--- src/rtl/assert_macros.svh ---
// Assertion macros shared by the RTL of the frame encoder.
// Needs nothing else; the simulation form is left out when SYNTHESIS is defined.
`ifndef ASSERT_MACROS_SVH
`define ASSERT_MACROS_SVH
`ifndef SYNTHESIS
`define ASSERT_SYNC(lbl, ck, rstn, prop, msg) \
  lbl: assert property (@(posedge ck) disable iff (!rstn) prop) else $error(msg);
`define ASSERT_NEVER(lbl, ck, rstn, cond, msg) \
  lbl: assert property (@(posedge ck) disable iff (!rstn) !(cond)) else $error(msg);
`else
`define ASSERT_SYNC(lbl, ck, rstn, prop, msg)
`define ASSERT_NEVER(lbl, ck, rstn, cond, msg)
`endif
`endif

--- src/rtl/fsc_pkg.sv ---
`timescale 1ns / 1ps
// Shared constants and types of the stuffing frame encoder.
// Used by the front, queue, back and top-level modules.
package fsc_pkg;

  localparam logic [7:0] FSC_FLAG       = 8'h7E;
  localparam logic [7:0] FSC_ESC        = 8'h7F;
  localparam logic [7:0] FSC_ESC_FLAG   = 8'h80;
  localparam logic [7:0] FSC_CHECK_SEED = 8'h55;

  localparam int FSC_QDEPTH = 4;
  localparam int FSC_QAW    = $clog2(FSC_QDEPTH);

  // One classified payload item, as the back end plays it out.
  typedef struct packed {
    logic       open;     // a new frame starts: send the opening flag first
    logic [7:0] data;
    logic       data_esc; // data is a flag or escape byte
    logic       last;
    logic [7:0] check;    // valid when last is set
    logic       chk_esc;
  } fsc_desc_t;

  typedef struct packed {
    logic full;
    logic empty;
  } fsc_qstat_t;

  typedef enum logic [2:0] {
    PH_HEAD,
    PH_DATA,
    PH_DATA2,
    PH_CHK,
    PH_CHK2,
    PH_CLOSE
  } fsc_phase_t;

  function automatic logic fsc_needs_esc(input logic [7:0] b);
    return (b == FSC_FLAG) || (b == FSC_ESC);
  endfunction

endpackage

--- src/rtl/fsc_front.sv ---
`timescale 1ns / 1ps
// Front end: accepts payload items, tracks frame state and the running sum,
// and classifies each item into a descriptor for the queue. Uses fsc_pkg.
module fsc_front import fsc_pkg::*; (
  input  logic       clk,
  input  logic       rst_n,
  input  logic       in_tvalid,
  output logic       in_tready,
  input  logic [7:0] in_tdata,   // [7:0] data_byte
  input  logic       in_tlast,   // end_of_frame
  input  fsc_qstat_t q_stat,
  output logic       push,
  output fsc_desc_t  push_desc
);

  logic       inside_r, inside_nxt;
  logic [7:0] sum_r, sum_nxt;
  logic [7:0] sum_plus;

  assign in_tready = !q_stat.full;
  assign push      = in_tvalid && in_tready;
  assign sum_plus  = sum_r + in_tdata;

  always_comb begin
    push_desc.open     = !inside_r;
    push_desc.data     = in_tdata;
    push_desc.data_esc = fsc_needs_esc(in_tdata);
    push_desc.last     = in_tlast;
    push_desc.check    = FSC_CHECK_SEED - sum_plus;
    push_desc.chk_esc  = fsc_needs_esc(push_desc.check);
    inside_nxt = inside_r;
    sum_nxt    = sum_r;
    if (push) begin
      inside_nxt = !in_tlast;
      sum_nxt    = in_tlast ? 8'h00 : sum_plus;
    end
  end

  always_ff @(posedge clk) begin
    if (!rst_n) begin
      inside_r <= 1'b0;
      sum_r    <= 8'h00;
    end else begin
      inside_r <= inside_nxt;
      sum_r    <= sum_nxt;
    end
  end

endmodule

--- src/rtl/fsc_fifo.sv ---
`timescale 1ns / 1ps
// Short descriptor queue between the front and back ends.
// Uses fsc_pkg for the descriptor type and depth.
module fsc_fifo import fsc_pkg::*; (
  input  logic       clk,
  input  logic       rst_n,
  input  logic       push,
  input  fsc_desc_t  push_desc,
  input  logic       pop,
  output fsc_desc_t  head,
  output fsc_qstat_t stat
);

  fsc_desc_t            mem_r [FSC_QDEPTH];
  logic [FSC_QAW-1:0]   wptr_r, wptr_nxt;
  logic [FSC_QAW-1:0]   rptr_r, rptr_nxt;
  logic [FSC_QAW:0]     cnt_r, cnt_nxt;

  assign head       = mem_r[rptr_r];
  assign stat.full  = (cnt_r == FSC_QAW'(0) + (FSC_QAW+1)'(FSC_QDEPTH));
  assign stat.empty = (cnt_r == '0);

  always_comb begin
    wptr_nxt = push ? wptr_r + 1'b1 : wptr_r;
    rptr_nxt = pop  ? rptr_r + 1'b1 : rptr_r;
    cnt_nxt  = cnt_r;
    if (push && !pop) begin
      cnt_nxt = cnt_r + 1'b1;
    end else if (pop && !push) begin
      cnt_nxt = cnt_r - 1'b1;
    end
  end

  always_ff @(posedge clk) begin
    if (push) begin
      mem_r[wptr_r] <= push_desc;
    end
  end

  always_ff @(posedge clk) begin
    if (!rst_n) begin
      wptr_r <= '0;
      rptr_r <= '0;
      cnt_r  <= '0;
    end else begin
      wptr_r <= wptr_nxt;
      rptr_r <= rptr_nxt;
      cnt_r  <= cnt_nxt;
    end
  end

endmodule

--- src/rtl/fsc_back.sv ---
`timescale 1ns / 1ps
// Back end: plays out the queue head one line byte per cycle, while not stalled,
// into the output register, inserting flags, escapes and the check byte. Uses fsc_pkg.
module fsc_back import fsc_pkg::*; (
  input  logic       clk,
  input  logic       rst_n,
  input  fsc_desc_t  head,
  input  fsc_qstat_t q_stat,
  output logic       pop,
  output logic       out_tvalid,
  input  logic       out_tready,
  output logic [7:0] out_tdata,  // [7:0] line_byte
  output logic       out_tlast,  // run_last
  output logic       out_tuser   // frame_closed
);

  fsc_phase_t ph_r, ph_nxt, cur;
  logic       step;
  logic       fin;
  logic [7:0] byte_c;
  logic       closed_c;
  logic       oval_r, oval_nxt;
  logic [7:0] obyte_r;
  logic       olast_r, oclosed_r;

  // The output register is free when empty or being drained this cycle.
  assign step = !q_stat.empty && (!oval_r || out_tready);
  assign pop  = step && fin;

  always_comb begin
    // A head entry that does not open a frame starts at its data byte.
    cur      = (ph_r == PH_HEAD && !head.open) ? PH_DATA : ph_r;
    byte_c   = FSC_FLAG;
    closed_c = 1'b0;
    fin      = 1'b0;
    ph_nxt   = ph_r;
    case (cur)
      PH_HEAD: begin
        byte_c = FSC_FLAG;
        ph_nxt = PH_DATA;
      end
      PH_DATA: begin
        byte_c = head.data_esc ? FSC_ESC : head.data;
        if (head.data_esc) begin
          ph_nxt = PH_DATA2;
        end else if (head.last) begin
          ph_nxt = PH_CHK;
        end else begin
          fin = 1'b1;
        end
      end
      PH_DATA2: begin
        // Flag maps to 0x80 and escape to 0x81: they differ only in bit 0.
        byte_c = FSC_ESC_FLAG | {7'd0, head.data[0]};
        if (head.last) begin
          ph_nxt = PH_CHK;
        end else begin
          fin = 1'b1;
        end
      end
      PH_CHK: begin
        byte_c = head.chk_esc ? FSC_ESC : head.check;
        ph_nxt = head.chk_esc ? PH_CHK2 : PH_CLOSE;
      end
      PH_CHK2: begin
        byte_c = FSC_ESC_FLAG | {7'd0, head.check[0]};
        ph_nxt = PH_CLOSE;
      end
      PH_CLOSE: begin
        byte_c   = FSC_FLAG;
        closed_c = 1'b1;
        fin      = 1'b1;
      end
      default: begin
        fin = 1'b1;
      end
    endcase
    if (fin) begin
      ph_nxt = PH_HEAD;
    end
    if (!step) begin
      ph_nxt = ph_r;
    end
    oval_nxt = step || (oval_r && !out_tready);
  end

  always_ff @(posedge clk) begin
    if (!rst_n) begin
      ph_r   <= PH_HEAD;
      oval_r <= 1'b0;
    end else begin
      ph_r   <= ph_nxt;
      oval_r <= oval_nxt;
    end
  end

  always_ff @(posedge clk) begin
    if (step) begin
      obyte_r   <= byte_c;
      olast_r   <= fin;
      oclosed_r <= closed_c;
    end
  end

  assign out_tvalid = oval_r;
  assign out_tdata  = obyte_r;
  assign out_tlast  = olast_r;
  assign out_tuser  = oclosed_r;

endmodule

--- src/rtl/frame_stuff_checksum_encoder_unit.sv ---
`timescale 1ns / 1ps
// Channel  Dir  tdata          tlast         tuser
// in_      in   data_byte[7:0] end_of_frame  -
// out_     out  line_byte[7:0] run_last      frame_closed
//
// The back end sends one line byte per cycle when not stalled; an item causes
// one to six line bytes (flag, escapes, check byte, closing flag).
// A four-entry descriptor queue lets the input run ahead while the output stalls.
// With the queue and output register empty, an accepted item is written into the queue
// and the first line byte it causes is then registered in the output register and presented.
// Reset is synchronous and clears frame state, sum, queue and output valid.
// Top level of the stuffing frame encoder; uses fsc_pkg, fsc_front, fsc_fifo,
// fsc_back and assert_macros.svh.
`include "assert_macros.svh"
module frame_stuff_checksum_encoder_unit import fsc_pkg::*; (
  input  logic       clk,
  input  logic       rst_n,
  input  logic       in_tvalid,
  output logic       in_tready,
  input  logic [7:0] in_tdata,   // [7:0] data_byte
  input  logic       in_tlast,   // end_of_frame
  output logic       out_tvalid,
  input  logic       out_tready,
  output logic [7:0] out_tdata,  // [7:0] line_byte
  output logic       out_tlast,  // run_last
  output logic       out_tuser   // frame_closed
);

  fsc_qstat_t q_stat;
  fsc_desc_t  push_desc, head;
  logic       push, pop;

  fsc_front u_front (
    .clk       (clk),
    .rst_n     (rst_n),
    .in_tvalid (in_tvalid),
    .in_tready (in_tready),
    .in_tdata  (in_tdata),
    .in_tlast  (in_tlast),
    .q_stat    (q_stat),
    .push      (push),
    .push_desc (push_desc)
  );

  fsc_fifo u_fifo (
    .clk       (clk),
    .rst_n     (rst_n),
    .push      (push),
    .push_desc (push_desc),
    .pop       (pop),
    .head      (head),
    .stat      (q_stat)
  );

  fsc_back u_back (
    .clk        (clk),
    .rst_n      (rst_n),
    .head       (head),
    .q_stat     (q_stat),
    .pop        (pop),
    .out_tvalid (out_tvalid),
    .out_tready (out_tready),
    .out_tdata  (out_tdata),
    .out_tlast  (out_tlast),
    .out_tuser  (out_tuser)
  );

  `ASSERT_SYNC(a_close_last, clk, rst_n, out_tvalid && out_tuser |-> out_tlast, "close not last")
  `ASSERT_NEVER(a_queue_state, clk, rst_n, q_stat.full && q_stat.empty, "queue full and empty")
  `ASSERT_NEVER(a_pop_empty, clk, rst_n, pop && q_stat.empty, "pop from empty queue")
  `ASSERT_SYNC(a_pop_shows, clk, rst_n, pop |=> out_tvalid && out_tlast, "missing run_last")

endmodule

--- config.mk ---
export PLATFORM = sky130hd
export DESIGN_NAME = frame_stuff_checksum_encoder_unit
export DESIGN_NICKNAME = d
export VERILOG_FILES = /design/src/rtl/fsc_pkg.sv /design/src/rtl/fsc_front.sv /design/src/rtl/fsc_fifo.sv /design/src/rtl/fsc_back.sv /design/src/rtl/frame_stuff_checksum_encoder_unit.sv
export VERILOG_INCLUDE_DIRS = /design/src /design/src/rtl
export SDC_FILE = /design/constraint.sdc
export NUM_CORES = 1
export LEC_CHECK = 0
export BUFFER_PORTS_ARGS = -buffer_cell sky130_fd_sc_hd__buf_2
export CAP_MARGIN = 20
export CORE_MARGIN = 4
export CORE_UTILIZATION = 53
export CTS_BUF_LIST = sky130_fd_sc_hd__clkbuf_8
export DETAILED_ROUTE_END_ITERATION = 8
export HOLD_SLACK_MARGIN = 0.06
export PLACE_DENSITY = 0.7
export SYNTH_ARGS = -nofsm -noshare
export SYNTH_HDL_FRONTEND = slang
export SYNTH_SLANG_ARGS = --single-unit
--- constraint.sdc ---
create_clock -name clk -period 4.1 [get_ports clk]
set_clock_uncertainty 0.15 [all_clocks]
set_input_delay 0.615 -clock clk [delete_from_list [all_inputs] [get_ports clk]]
set_output_delay 0.615 -clock clk [all_outputs]
set_load 0.01 [all_outputs]
Yosys cells after proc, flatten, opt, wreduce, memory -nomap -nowiden
Memory sizes are Yosys's and may differ from the RTL's. A register that Yosys moved wholly into a read port is not among the register bits. Index checks and enable logic that the tools add are counted. Widths: inputs -> output; s select.

Flip-flop bits (word level): 30. Latch bits: 0. Memory bits (writable): 80. Bits in read-only memories: 0. Output and inout port bits: 12. Memories kept: 1.

Memories: u_fifo.mem_r (depth 4, width 20, rd ports 1, clocked after Yosys merged registers in 1, wr ports 1, line fsc_fifo.sv:14) `fsc_desc_t mem_r [FSC_QDEPTH];`.

Add/subtract/negate cells: 6. Multipliers: 0. Divide/modulo/power cells: 0. Order comparisons: 0. Equal/unequal tests: 10. Shift operators: 0. Multiplexer cells: 20. Bitwise logic cells: 0. Reductions and logical operators: 27.

Operator list (number): $eq 8x7->1 const B (4); $pmux 8 s4 (1); $mux 8 (3); $mux 3 (6); $pmux 3 s5 (1); $eq 3x3->1 const B (3); $logic_not 1->1 (9); $logic_not 3->1 (3); $add 8x8->8 (1); $sub 7x8->8 const A (1); $logic_and 1x1->1 (7); $eq 3x2->1 const B (2); $mux 1 (6); $reduce_bool 6->1 (1); $add 2x1->2 const B (2); $logic_or 1x1->1 (4); $mux 2 (2); $add 3x1->3 const B (1); $eq 3x1->1 const B (1); $pmux 1 s3 (1); $reduce_or 3->1 (1); $sub 3x1->3 const B (1); $reduce_and 2->1 (1); $reduce_bool 2->1 (1).

Longest topological paths before layout
Depth in word-level cells: 10. Depth in mapped cells: 11.

Cells and area by module
A second synthesis with hierarchy kept.

Cell total of the unflattened synthesis: 335. Area total of the unflattened synthesis: 5009.8 µm².

Modules (own cells, without submodules): fsc_fifo (instances 1, cells each 147, area an instance 3330.7 µm²); fsc_front (instances 1, cells each 105, area an instance 888.4 µm²); fsc_back (instances 1, cells each 83, area an instance 790.8 µm²).

Least setup slack after synthesis
Ideal clock, no wire load.

Path kind: input port to flip-flop. From: input in_tdata[0]. To: memory u_fifo.mem_r[0][0] (netlist bit), data pin. Library setup time: 0.187 ns. Arrival: 2.957 ns. Slack: 0.806 ns. Stages on the path: 8. Cell sequence: ha_1 fa_1 xor2_1 ha_1 inv_1 a2111o_1 or4_1 a31oi_1.

RTL lines: start, declared (line frame_stuff_checksum_encoder_unit.sv:20) `input logic [7:0] in_tdata,`; end, declared (line fsc_fifo.sv:14).

==> flow_metrics.tcl <==
set metrics [dict create \
    drtIter0Drc 177 \
    portBuffers 24 \
    syn-num-nets 373 \
    worstReg2RegStart "u_front.sum_r[0]$_SDFFE_PN0P_" \
    min_from "u_front.sum_r[2]$_SDFFE_PN0P_" \
    syn_inst 345 \
    gp_congestion 0.844 \
    row_count 34 \
    reg2reg_depth 8 \
    fillers 669 \
    fin_area_um2 5380 \
    hold_depth 2 \
    ys_types 53 \
    grt_start_max_net_pins 23 \
    r2r_slack_ns 0.83 \
    max_freq_ghz 0.300 \
    yosysTopAreaCellShare_pct 54.7 \
    min_path_type "flip-flop to flip-flop" \
    cts_hold_buf 0 \
    ioPinCount 25 \
    postCtsSetupBuffers 0 \
    drive_gt1_share_pct 18.7 \
    ys_seq_area_share_pct 63.7 \
    place_hpwl_mm 6.29 \
    clock_path_buffers 2 \
    rr_endpoint "u_fifo.mem_r[1][0]$_DFFE_PP_" \
    cap_violations 0 \
    grt_pass1_vias 2832 \
    whs_endpoint "u_front.sum_r[2]$_SDFFE_PN0P_" \
    p_per_area_nw_per_um2 579 \
    overflow 0 \
    p_int_mw 2.11 \
    fp.dieW_um 105 \
    p_seq_share_pct 51.0 \
    outcome "finished clean" \
    synthSimpleGateAreaFrac_pct 9.38 \
    antenna_found_initial 0 \
    clkTransAtPathRegs_ns 0.11 \
    dieArea_um2 10900 \
    grt_use_total_pct 17.5 \
    yosys-top-cells-area "edfxtp_1 55%, mux4_2 9.1%, dfxtp_1 8.9%" \
    syn_area_um2 4940 \
    nets 402 \
    viasPerCell 5.92 \
    placed_area_um2 5180 \
    ctsRootBufferMaster "clkbuf_8" \
    yosysWarningCount 0 \
    cp-start-kind "primary input" \
    htree_levels 3 \
    synth_mux_area_share_pct 9.55 \
    numCtsBuffers 9 \
    core_area_um2 8890 \
    areaGrowthSynthToFinish_pct 8.92 \
    ys_ff_latch 112 \
    p_leak_nw 1.88 \
    first_pass_iters 5 \
    rsz0062_at_grt "no" \
    tightestPinTransition_ns 1.11 \
    synth_fa_ha_area_share_pct 4.11 \
    setup_violations 0 \
    ant_nets 0 \
    grt_pass1_wl_mm 14.7 \
    cts_sinks 112 \
    slew_viol_final 0 \
    peakVddDrop_uv 318 \
    critPathArrivalTime_ns 3.35 \
    route.detailed.drc 0 \
    switching_power_mw 1.01 \
    wl_mm 9.05 \
    synth_top_family_by_area "multiplexers" \
    relSlewSlack_pct 26.2 \
    synthXorXnorAreaFrac_pct 2.48 \
    synth_compound_area_share_pct 8.62 \
    cp.required_ns 4.11 \
    synth_top_cell_by_area "edfxtp_1" \
    p_sw_share_pct 32.3 \
    synth_edf_count 90 \
    die-height_um 105 \
    clkPwrFrac_pct 20.5 \
    p_comb_share_pct 28.5 \
    post_cts_resized 0 \
    hold_violations 0 \
    criticalPathCategory "primary input to flip-flop" \
    min_period_ns 3.34 \
    antennaDiodeCount 0 \
    syn_avg_cell_area_um2 14.3 \
    synth_async_sr_flop_share_pct 0 \
    tns_ns 0 \
    start_util_pct 55.5 \
    vias 2885 \
    fin_crit_sh_pct 81.4 \
    clk-insertion-delay-late_ns 0.37 \
    cts_tree "yes" \
    endpoint_kind "flip-flop" \
    route.detailed.wl_per_inst_um 18.6 \
    synth_flop_cell "edfxtp_1" \
    cp_max_fo 6 \
]
cell type report:
type	instances	area, um^2	area share, %
multi-input combinational	207	1690	31.3
tap	108	135	2.51
sequential	112	3140	58.4
clock buffer	9	124	2.30
timing repair buffer	29	158	2.93
clock inverter	7	76.3	1.42
inverter	15	56.3	1.05
kinds of logic (layout without fill, tap and decap cells):
group / Yosys count / after routing
muxes: 22 / 22
xor gates and xnor gates: 14 / 14
DFF: 112 / 112
AOI/OAI and AO/OA: 64 / 64
buffers and inverters: 26 / 60
and+or+nand+nor: 92 / 92
adders and majority gates: 15 / 15
routing by layer:
layer | global-route usage [%] | up-vias | share of wire (%)
li1 | - | 1376 | -
met1 | 24.4 | 1407 | 45
met2 | 28.3 | 94 | 48
met3 | 4.22 | 8 | 6.0
met4 | 3.42 | 0 | 0.76
met5 | 0 | - | 0
sequential cells by signal (all words and copies together), names as in the netlist, named ones only:
signal	cells
u_back.out_tlast	1
u_fifo.mem_r	80
u_back.out_tdata	8
u_front.sum_r	8
u_back.ph_r	3
u_front.inside_r	1
u_fifo.cnt_r	3
u_back.out_tuser	1
u_back.out_tvalid	1
u_fifo.wptr_r	2
u_fifo.rptr_r	2
cells in the mapped netlist, types with 2 or more instances:
library cell and n:
edfxtp_1 90, nand2_1 28, dfxtp_1 22, mux4_2 20
a21oi_1 15, inv_1 14, ha_1 13, nor2_1 13
nand3_1 11, nor2b_1 10, o21ai_0 9, o21ai_1 9
xnor2_1 8, nor3_1 7, a21boi_1 6, a22oi_1 6
clkbuf_1 6, xor2_1 6, and2_1 5, and3_1 4
buf_2 3, a21boi_0 2, fa_1 2, nand3b_1 2
nand4b_1 2, nor4_1 2, o21a_1 2, o221ai_1 2
or3_1 2
worst max-delay path, cell delays in order:
cell and delay, ns:
buf_2 0.12, ha_1 0.25, fa_1 0.42, xor2_1 0.37, ha_1 0.27, inv_1 0.10, a2111o_1 0.38, or4_1 0.51
a31oi_1 0.30
per-stage QoR:
stage          hold slack, ns  worst slack, ns  utilization [%]  instances  total power, mW
2_1_floorplan           0.284            0.806                -        345             2.24
3_3_place_gp            0.296            0.524             58.2        471             2.48
3_5_place_dp            0.304            0.418             58.2        471             2.50
4_1_cts                 0.307            0.798             60.5        487             3.14
5_1_grt                 0.309            0.587             60.5        487             3.31
6_report                0.317            0.761             60.5        487             3.12
power by group through the flow:
stage               clock network [mW]  registers (mW)  logic [mW]
floorplan                            0            1.61       0.628
global placement                     0            1.61       0.872
detailed placement                   0            1.62       0.889
CTS                              0.662            1.59       0.890
global route                     0.712            1.61       0.986
finish                           0.639            1.59       0.888
worst max path at each step:
stage	startpoint	end	slack, ns	cells past startpoint
after floorplan	in_tdata[0]	u_fifo.mem_r[0][0]$_DFFE_PP_	0.81	8
after global placement	in_tdata[0]	u_fifo.mem_r[0][0]$_DFFE_PP_	0.52	9
after CTS	in_tdata[0]	u_fifo.mem_r[1][0]$_DFFE_PP_	0.80	9
after detailed placement	in_tdata[0]	u_fifo.mem_r[0][0]$_DFFE_PP_	0.42	9
final	in_tdata[0]	u_fifo.mem_r[1][0]$_DFFE_PP_	0.76	9
after global routing	flip-flop	u_fifo.cnt_r[2]$_SDFFE_PN0P_	0.59	10
cells in the final DEF (no fill, tap or decap), types with 6 or more instances in the layout:
master	netlist	routed
edfxtp_1	90	90
nand2_1	28	28
buf_2	3	24
dfxtp_1	22	22
mux4_2	20	20
a21oi_1	15	15
inv_1	14	14
nor2_1	13	13
ha_1	13	13
nand3_1	11	11
nor2b_1	10	10
o21ai_0	9	9
o21ai_1	9	9
clkbuf_8	0	9
xnor2_1	8	8
nor3_1	7	7
xor2_1	6	6
a21boi_1	6	6
a22oi_1	6	6
Note: power is estimated with default switching activity, not from simulation.
